## src/sv/lcgbr_pkg.sv

```systemverilog
// ----------------------------------------------------------------------------
// lcgbr_pkg
// Shared constants and types of the LCG bounded random core.
// ----------------------------------------------------------------------------
package lcgbr_pkg;

    localparam int          SEED_W    = 32;
    localparam int          RANGE_W   = 17;
    localparam int          VALUE_W   = 16;
    localparam int          DIV_STEPS = VALUE_W;
    localparam int          CNT_W     = $clog2(DIV_STEPS);

    localparam logic [SEED_W-1:0] LCG_MULT   = 32'd1194211693;
    localparam logic [SEED_W-1:0] LCG_ADD    = 32'd12345;
    localparam logic [SEED_W-1:0] SEED_RESET = 32'd1;

    // controller -> datapath
    typedef struct packed {
        logic load_range;
        logic mul;
        logic add;
        logic div_step;
        logic out_load;
    } t_dp_cmd;

    // datapath -> controller
    typedef struct packed {
        logic bypass;
        logic div_last;
    } t_dp_sts;

endpackage

```

## src/sv/lcgbr_dp.sv

```systemverilog
// ----------------------------------------------------------------------------
// lcgbr_dp
// Datapath: seed register, LCG multiply/add, restoring remainder unit and
// output data register.
// ----------------------------------------------------------------------------
module lcgbr_dp (
    input  logic                          i_clk,
    input  logic                          i_rst_n,
    input  logic                          i_seed_we,
    input  logic [lcgbr_pkg::SEED_W-1:0]  i_seed_wdata,
    input  logic [lcgbr_pkg::RANGE_W-1:0] i_range_n,
    input  lcgbr_pkg::t_dp_cmd            i_cmd,
    output lcgbr_pkg::t_dp_sts            o_sts,
    output logic [lcgbr_pkg::VALUE_W-1:0] o_random_value
);
    import lcgbr_pkg::*;

    logic [SEED_W-1:0]  r_seed, n_seed;
    logic [SEED_W-1:0]  r_prod;
    logic [VALUE_W-1:0] r_range;
    logic               r_bypass;
    logic [VALUE_W-1:0] r_dvd, n_dvd;
    logic [VALUE_W-1:0] r_rem, n_rem;
    logic [CNT_W-1:0]   r_cnt, n_cnt;
    logic [VALUE_W-1:0] r_out, n_out;

    logic [SEED_W-1:0]  sum;
    logic [VALUE_W:0]   rem_sh;
    logic               ge;

    assign sum    = r_prod + LCG_ADD;
    assign rem_sh = {r_rem, r_dvd[VALUE_W-1]};
    assign ge     = rem_sh >= {1'b0, r_range};

    always_comb begin
        n_seed = r_seed;
        n_dvd  = r_dvd;
        n_rem  = r_rem;
        n_cnt  = r_cnt;
        n_out  = r_out;
        if (i_seed_we) begin
            n_seed = i_seed_wdata;
        end else if (i_cmd.add) begin
            n_seed = sum;
        end
        if (i_cmd.add) begin
            n_dvd = sum[SEED_W-1 -: VALUE_W];
            n_rem = '0;
            n_cnt = '0;
        end else if (i_cmd.div_step) begin
            n_dvd = {r_dvd[VALUE_W-2:0], 1'b0};
            n_rem = ge ? VALUE_W'(rem_sh - {1'b0, r_range}) : rem_sh[VALUE_W-1:0];
            n_cnt = r_cnt + 1'b1;
        end
        if (i_cmd.out_load) begin
            n_out = r_bypass ? r_seed[SEED_W-1 -: VALUE_W] : r_rem;
        end
    end

    always_ff @(posedge i_clk) begin
        if (!i_rst_n) begin
            r_seed <= SEED_RESET;
        end else begin
            r_seed <= n_seed;
        end
    end

    always_ff @(posedge i_clk) begin
        if (i_cmd.load_range) begin
            r_range  <= i_range_n[VALUE_W-1:0];
            // zero, or 65536 and above: raw upper half
            r_bypass <= (i_range_n == '0) || i_range_n[RANGE_W-1];
        end
        if (i_cmd.mul) begin
            r_prod <= r_seed * LCG_MULT;
        end
        r_dvd <= n_dvd;
        r_rem <= n_rem;
        r_cnt <= n_cnt;
        r_out <= n_out;
    end

    assign o_sts.bypass   = r_bypass;
    assign o_sts.div_last = (r_cnt == CNT_W'(DIV_STEPS - 1));
    assign o_random_value = r_out;

endmodule

```

## src/sv/lcgbr_ctrl.sv

```systemverilog
// ----------------------------------------------------------------------------
// lcgbr_ctrl
// Controller: sequences multiply, add, remainder steps and output load,
// and owns the handshake flags.
// ----------------------------------------------------------------------------
module lcgbr_ctrl (
    input  logic               i_clk,
    input  logic               i_rst_n,
    input  logic               i_in_valid,
    output logic               o_in_ready,
    output logic               o_out_valid,
    input  logic               i_out_ready,
    input  lcgbr_pkg::t_dp_sts i_sts,
    output lcgbr_pkg::t_dp_cmd o_cmd
);
    import lcgbr_pkg::*;

    typedef enum logic [4:0] {
        S_IDLE = 5'b00001,
        S_MUL  = 5'b00010,
        S_ADD  = 5'b00100,
        S_DIV  = 5'b01000,
        S_FIN  = 5'b10000
    } t_state;

    t_state r_state, n_state;
    logic   r_out_valid, n_out_valid;
    logic   slot_free;

    assign slot_free = !r_out_valid || i_out_ready;

    always_comb begin
        n_state         = r_state;
        o_cmd           = '0;
        o_cmd.load_range = (r_state == S_IDLE) && i_in_valid;
        unique case (r_state)
            S_IDLE: begin
                if (i_in_valid) n_state = S_MUL;
            end
            S_MUL: begin
                o_cmd.mul = 1'b1;
                n_state   = S_ADD;
            end
            S_ADD: begin
                o_cmd.add = 1'b1;
                n_state   = i_sts.bypass ? S_FIN : S_DIV;
            end
            S_DIV: begin
                o_cmd.div_step = 1'b1;
                if (i_sts.div_last) n_state = S_FIN;
            end
            S_FIN: begin
                // wait here while the previous result is still unclaimed
                if (slot_free) begin
                    o_cmd.out_load = 1'b1;
                    n_state        = S_IDLE;
                end
            end
            default: n_state = S_IDLE;
        endcase
        n_out_valid = o_cmd.out_load ? 1'b1 : (i_out_ready ? 1'b0 : r_out_valid);
    end

    always_ff @(posedge i_clk) begin
        if (!i_rst_n) begin
            r_state     <= S_IDLE;
            r_out_valid <= 1'b0;
        end else begin
            r_state     <= n_state;
            r_out_valid <= n_out_valid;
        end
    end

    assign o_in_ready  = (r_state == S_IDLE);
    assign o_out_valid = r_out_valid;

endmodule

```

## src/sv/lcg_bounded_random_core.sv

```systemverilog
// ----------------------------------------------------------------------------
// lcg_bounded_random_core
// 32-bit LCG (seed = 1194211693*seed + 12345) with a bounded 16-bit result.
// ----------------------------------------------------------------------------
// Usage:
//   Request channel: i_in_valid / o_in_ready carry i_range_n. Response channel:
//   o_out_valid / i_out_ready carry o_random_value, the upper 16 bits of the
//   advanced seed modulo i_range_n (raw upper bits for 0 or >= 65536).
//   i_seed_we / i_seed_wdata load the running seed directly; write only while
//   no request is in flight.
//   A bounded range runs a multiply, an add, 16 restoring remainder steps
//   and an output load; the raw cases skip the remainder steps.
//   One request is taken at a time, a new one in the cycle after the
//   previous has reached the output register.
//   A finished result waits in the output register; if the receiver stalls,
//   the next request still runs and then holds until the register frees.
//   Reset (synchronous, active low) sets the seed to 1 and drops o_out_valid.
// ----------------------------------------------------------------------------
module lcg_bounded_random_core (
    input  logic                          i_clk,
    input  logic                          i_rst_n,
    input  logic                          i_seed_we,
    input  logic [lcgbr_pkg::SEED_W-1:0]  i_seed_wdata,
    input  logic                          i_in_valid,
    output logic                          o_in_ready,
    input  logic [lcgbr_pkg::RANGE_W-1:0] i_range_n,
    output logic                          o_out_valid,
    input  logic                          i_out_ready,
    output logic [lcgbr_pkg::VALUE_W-1:0] o_random_value
);
    import lcgbr_pkg::*;

    t_dp_cmd cmd;
    t_dp_sts sts;

    lcgbr_ctrl u_ctrl (
        .i_clk       (i_clk),
        .i_rst_n     (i_rst_n),
        .i_in_valid  (i_in_valid),
        .o_in_ready  (o_in_ready),
        .o_out_valid (o_out_valid),
        .i_out_ready (i_out_ready),
        .i_sts       (sts),
        .o_cmd       (cmd)
    );

    lcgbr_dp u_dp (
        .i_clk          (i_clk),
        .i_rst_n        (i_rst_n),
        .i_seed_we      (i_seed_we),
        .i_seed_wdata   (i_seed_wdata),
        .i_range_n      (i_range_n),
        .i_cmd          (cmd),
        .o_sts          (sts),
        .o_random_value (o_random_value)
    );

endmodule

```

## config.mk

```make
export PLATFORM = sky130hd
export DESIGN_NAME = lcg_bounded_random_core
export DESIGN_NICKNAME = d
export VERILOG_FILES = /design/src/sv/lcgbr_pkg.sv /design/src/sv/lcgbr_dp.sv /design/src/sv/lcgbr_ctrl.sv /design/src/sv/lcg_bounded_random_core.sv
export SDC_FILE = /design/constraint.sdc
export NUM_CORES = 1
export LEC_CHECK = 0
export BUFFER_PORTS_ARGS = -buffer_cell sky130_fd_sc_hd__buf_4
export CAP_MARGIN = 20
export CORE_UTILIZATION = 29
export CTS_BUF_LIST = sky130_fd_sc_hd__clkbuf_8
export CTS_CLUSTER_DIAMETER = 40
export CTS_CLUSTER_SIZE = 24
export DETAILED_ROUTE_END_ITERATION = 10
export PLACE_DENSITY = 0.45
export SLEW_MARGIN = 0
export SYNTH_ARGS = -nofsm -noshare
export SYNTH_HDL_FRONTEND = slang
export SYNTH_HIERARCHICAL = 1
export SYNTH_SLANG_ARGS = --single-unit
```

## constraint.sdc

```tcl
create_clock -name i_clk -period 15.41 [get_ports i_clk]
set_clock_uncertainty 0.15 [all_clocks]
set_input_delay 3.082 -clock i_clk [delete_from_list [all_inputs] [get_ports i_clk]]
set_output_delay 3.082 -clock i_clk [all_outputs]
set_load 0.05 [all_outputs]
```

==> metrics.txt <==
outcome completed; Total Power 3.473 mW; share of cells above drive strength 1 0.08809; Internal Pwr Total ~1.8 mW; register area share after synthesis 0.2292; Tmin final a little over 7000 ps; FF/Latch Area around 0.0036 sq mm; fmax 138.0 MHz; H-tree depth 4; critical register-to-register path startpoint u_dp/r_seed[7]; slew at the pin closest to its max-slew limit between 900 and 1000 ps; CTS buffer count 17; Max Cap Viol 0; Cells after Synth 1535; Cell variety after synth 72; initial antenna violation count 1; DR vias 10690; Core Region 0.05297 sq mm; area grow syn2layout 10.67%; IO buf count 71; Post-Syn Area about 0.016 sq mm; peak supply drop 0.0001979 V; clock share of power 0.089; crit-path most repeated cell fa_1; P_sw 1.700 mW; unrepaired setup endpoints after global routing no; Hold WC Path Type reg -> reg; Slew headroom 0.3876; Syn Area/Cell between 10 and 15 sq um; origin of the worst setup path u_dp/r_seed[7]; prevailing post-synth register cell edfxtp_1; pwr/cell area between 200 and 250 mW/mm^2; CTS tree yes; number of instances in the placed design between 2000 and 2500; warning count from the yosys run 6; Multi-input gate area 0.01064 sq mm; Critical-path top delay cell dfxtp_1; Sw Share 0.4895; Mapped Nets around 2000; DRC violation count after routing 0; root buf cell clkbuf_8; worst r2r dst u_dp/r_prod[31]; PostCTS Resize Cnt 0; non-filler cells, final around 2300; Critical Path Start Type flop; first-pass GRT wire length 68.32 mm; Worst path max stage delay between 700 and 800 ps; Post-synth EDFFs between 80 and 90; critical path class reg -> reg; area of the die about 0.055 sq mm; CP arrival 7370 ps; Routed wire per std cell roughly 19 um; Starting Density 0.2959; vias in the first global route about 11000; CP endpoint kind flop; Setup Buffers After CTS 0; number of synthesized register bits 139; combinational fraction of design power 0.747; worst-path cell chain ha_1 -> xor2_1 -> ha_1 -> nor2_1 -> fa_1 -> fa_1 -> fa_1 -> inv_1 -> fa_1 -> fa_1 -> inv_1 -> fa_1 -> inv_1 -> ha_1 -> and3_1 -> nand3_1 -> nand3b_1 -> o211ai_1 -> o211a_1 -> o21a_1 -> o21ai_0 -> a21oi_1 -> xnor2_1; I/O pins ~70; ys async rst share 0; crit-path max FO 10; cell row count 84; flop2flop setup slack approximately 8200 ps; fin nets ~2100; Final Hold Vio Count 0; Clk Latency, worst-skew pair about 550 ps; CP Data Required Time 15540 ps; # fillers 5546; height of the die 234.5 um; P_leak slightly above 8 nW; Reg2Reg Depth 23; DRT Pass-1 Iters 5; Hold WS ~370 ps; final WL 43.33 mm; GRT Util Overall 0.1693; dpl hpwl 36.55 mm; Max clock buf depth 2; Fin Setup TNS 0 ps; Tcrit/Tclk final 0.4701; largest net degree at the start of global routing 76; Final Slew Violations 0; GRT overflow 0; Seq pwr share 0.165; RePlAce Congestion slightly above 0.9; clock sink count about 140; Iter 0 DRT Violations between 500 and 600; clk slew on worst S/H paths about 90 ps; # setup viols final 0; DRT antenna net count 0; Die X-Extent between 200 and 250 um; CP endpoint u_dp/r_prod[31]; hold buffer count at CTS 0; Via density 4.645
sequential cells by signal, summed over array words and instances (netlist names):
register and cells:
u_dp/o_random_value 16, u_ctrl/o_out_valid 1, u_dp/r_prod 32, u_ctrl/r_state 5, u_dp/r_rem 16, u_dp/r_cnt 4
u_dp/r_seed 32, u_dp/r_bypass 1, u_dp/r_range 16, u_dp/r_dvd 16
cells in the mapped netlist, drive strengths merged, types with 3 or more instances:
cell / instances / area (sq um)
o21bai: 5 / 37.54
edfxtp: 81 / 2432
a211oi: 23 / 172.7
o211a: 3 / 30.03
and3: 16 / 101.4
nand2: 59 / 221.5
o211ai: 5 / 37.54
mux2i: 20 / 200.2
nor3b: 3 / 33.78
xnor2: 72 / 630.6
a41oi: 3 / 45.05
o31ai: 3 / 22.52
or2: 4 / 25.02
inv: 344 / 1291
xor2: 26 / 227.7
o21ai: 45 / 229.0
mux2: 15 / 168.9
and4: 4 / 35.03
nor2b: 30 / 195.2
nor2: 79 / 304.0
nor4: 7 / 43.79
nor3: 13 / 70.07
dfxtp: 58 / 1161
o21a: 22 / 165.2
nand3: 20 / 100.1
clkbuf: 23 / 86.33
a22o: 3 / 26.28
a21oi: 45 / 240.2
fa: 200 / 4004
o311ai: 3 / 43.80
nand2b: 7 / 43.79
and2: 16 / 101.4
nand4: 11 / 68.82
buf: 8 / 61.30
a21o: 14 / 105.1
ha: 205 / 2565
a22oi: 8 / 60.06
or3: 4 / 25.02
a311oi: 5 / 43.79
power groups by stage:
stage,clock (mW),combinational [mW],sequential [mW]
2_1_floorplan,0,1.87,0.566
3_3_place_gp,0,2.59,0.579
3_5_place_dp,0,2.56,0.579
4_1_cts,0.328,2.62,0.572
5_1_grt,0.336,2.96,0.576
6_report,0.308,2.59,0.572
placed cells by master (no fill, tap or decap), types with 20 or more instances in the layout:
cell,count
dfxtp_1,58
a211oi_1,23
inv_1,345
o21a_1,22
nor2_1,78
nand3_1,20
nor2b_1,29
ha_1,205
xnor2_1,72
buf_4,76
xor2_1,26
nand2_1,59
edfxtp_1,81
mux2i_1,20
a21oi_1,43
o21ai_0,42
fa_1,200
layer usage:
metal / up-vias / wire length (um) / GRT usage
met4: 0 / 593 / 0.04657
met2: 185 / 19460 / 0.2569
met5: - / 0 / 0
met1: 5326 / 21480 / 0.2464
li1: 5147 / - / -
met3: 30 / 1794 / 0.02822
stage by stage:
| stage | setup slack, ps | instance area (sq um) | utilization |
|---|---|---|---|
| floorplan | 9072 | 15680 | - |
| global route | 7875 | 17350 | 0.3275 |
| detailed placement | 8245 | 16960 | 0.3202 |
| global placement | 8296 | 16960 | 0.3202 |
| CTS | 8177 | 17350 | 0.3275 |
| finish | 8166 | 17350 | 0.3275 |
final cells by class:
cell class | count | share of cell area
multi-input cells | 1021 | 0.6135
repair buffers | 76 | 0.03289
well taps | 688 | 0.04962
clock buffers | 17 | 0.01349
flip-flops and latches | 139 | 0.2071
diodes | 1 | 0.0001442
inverters | 344 | 0.07443
clock inverters | 15 | 0.008799
cell families after synthesis:
| logic type | after synthesis | share of synthesized area |
|---|---|---|
| adders and majority gates | 405 | 0.4191 |
| buffers and inverters | 375 | 0.09179 |
| and+or+nand+nor | 280 | 0.09179 |
| AOI/OAI and AO/OA | 203 | 0.08980 |
| DFF | 139 | 0.2292 |
| xor gates and xnor gates | 98 | 0.05476 |
| muxes | 35 | 0.02355 |
how the worst min path moves through the flow:
stage,cells after the start,slack [ps],to,from
after floorplan,1,320,u_dp/r_rem[15],u_dp/r_rem[15]
after global placement,2,340,u_dp/r_cnt[3],u_dp/r_cnt[3]
after detailed placement,2,360,u_dp/r_cnt[3],u_dp/r_cnt[3]
after CTS,1,370,u_dp/r_dvd[7],u_dp/r_dvd[6]
after global routing,1,390,u_dp/r_dvd[7],u_dp/r_dvd[6]
final,2,370,u_dp/r_cnt[3],u_dp/r_cnt[3]
worst max-delay path, delay by kind of cell (launching register included):
| family | cells | cell delay [ps] |
|---|---|---|
| AND/OR/NAND/NOR | 4 | 450 |
| flip-flops | 1 | 710 |
| XOR/XNOR | 2 | 540 |
| buffers and inverters | 3 | 150 |
| AO/OA/AOI/OAI | 5 | 990 |
| adder cells (fa/ha/maj) | 9 | 3980 |
Note: power is estimated with default switching activity, not from simulation.
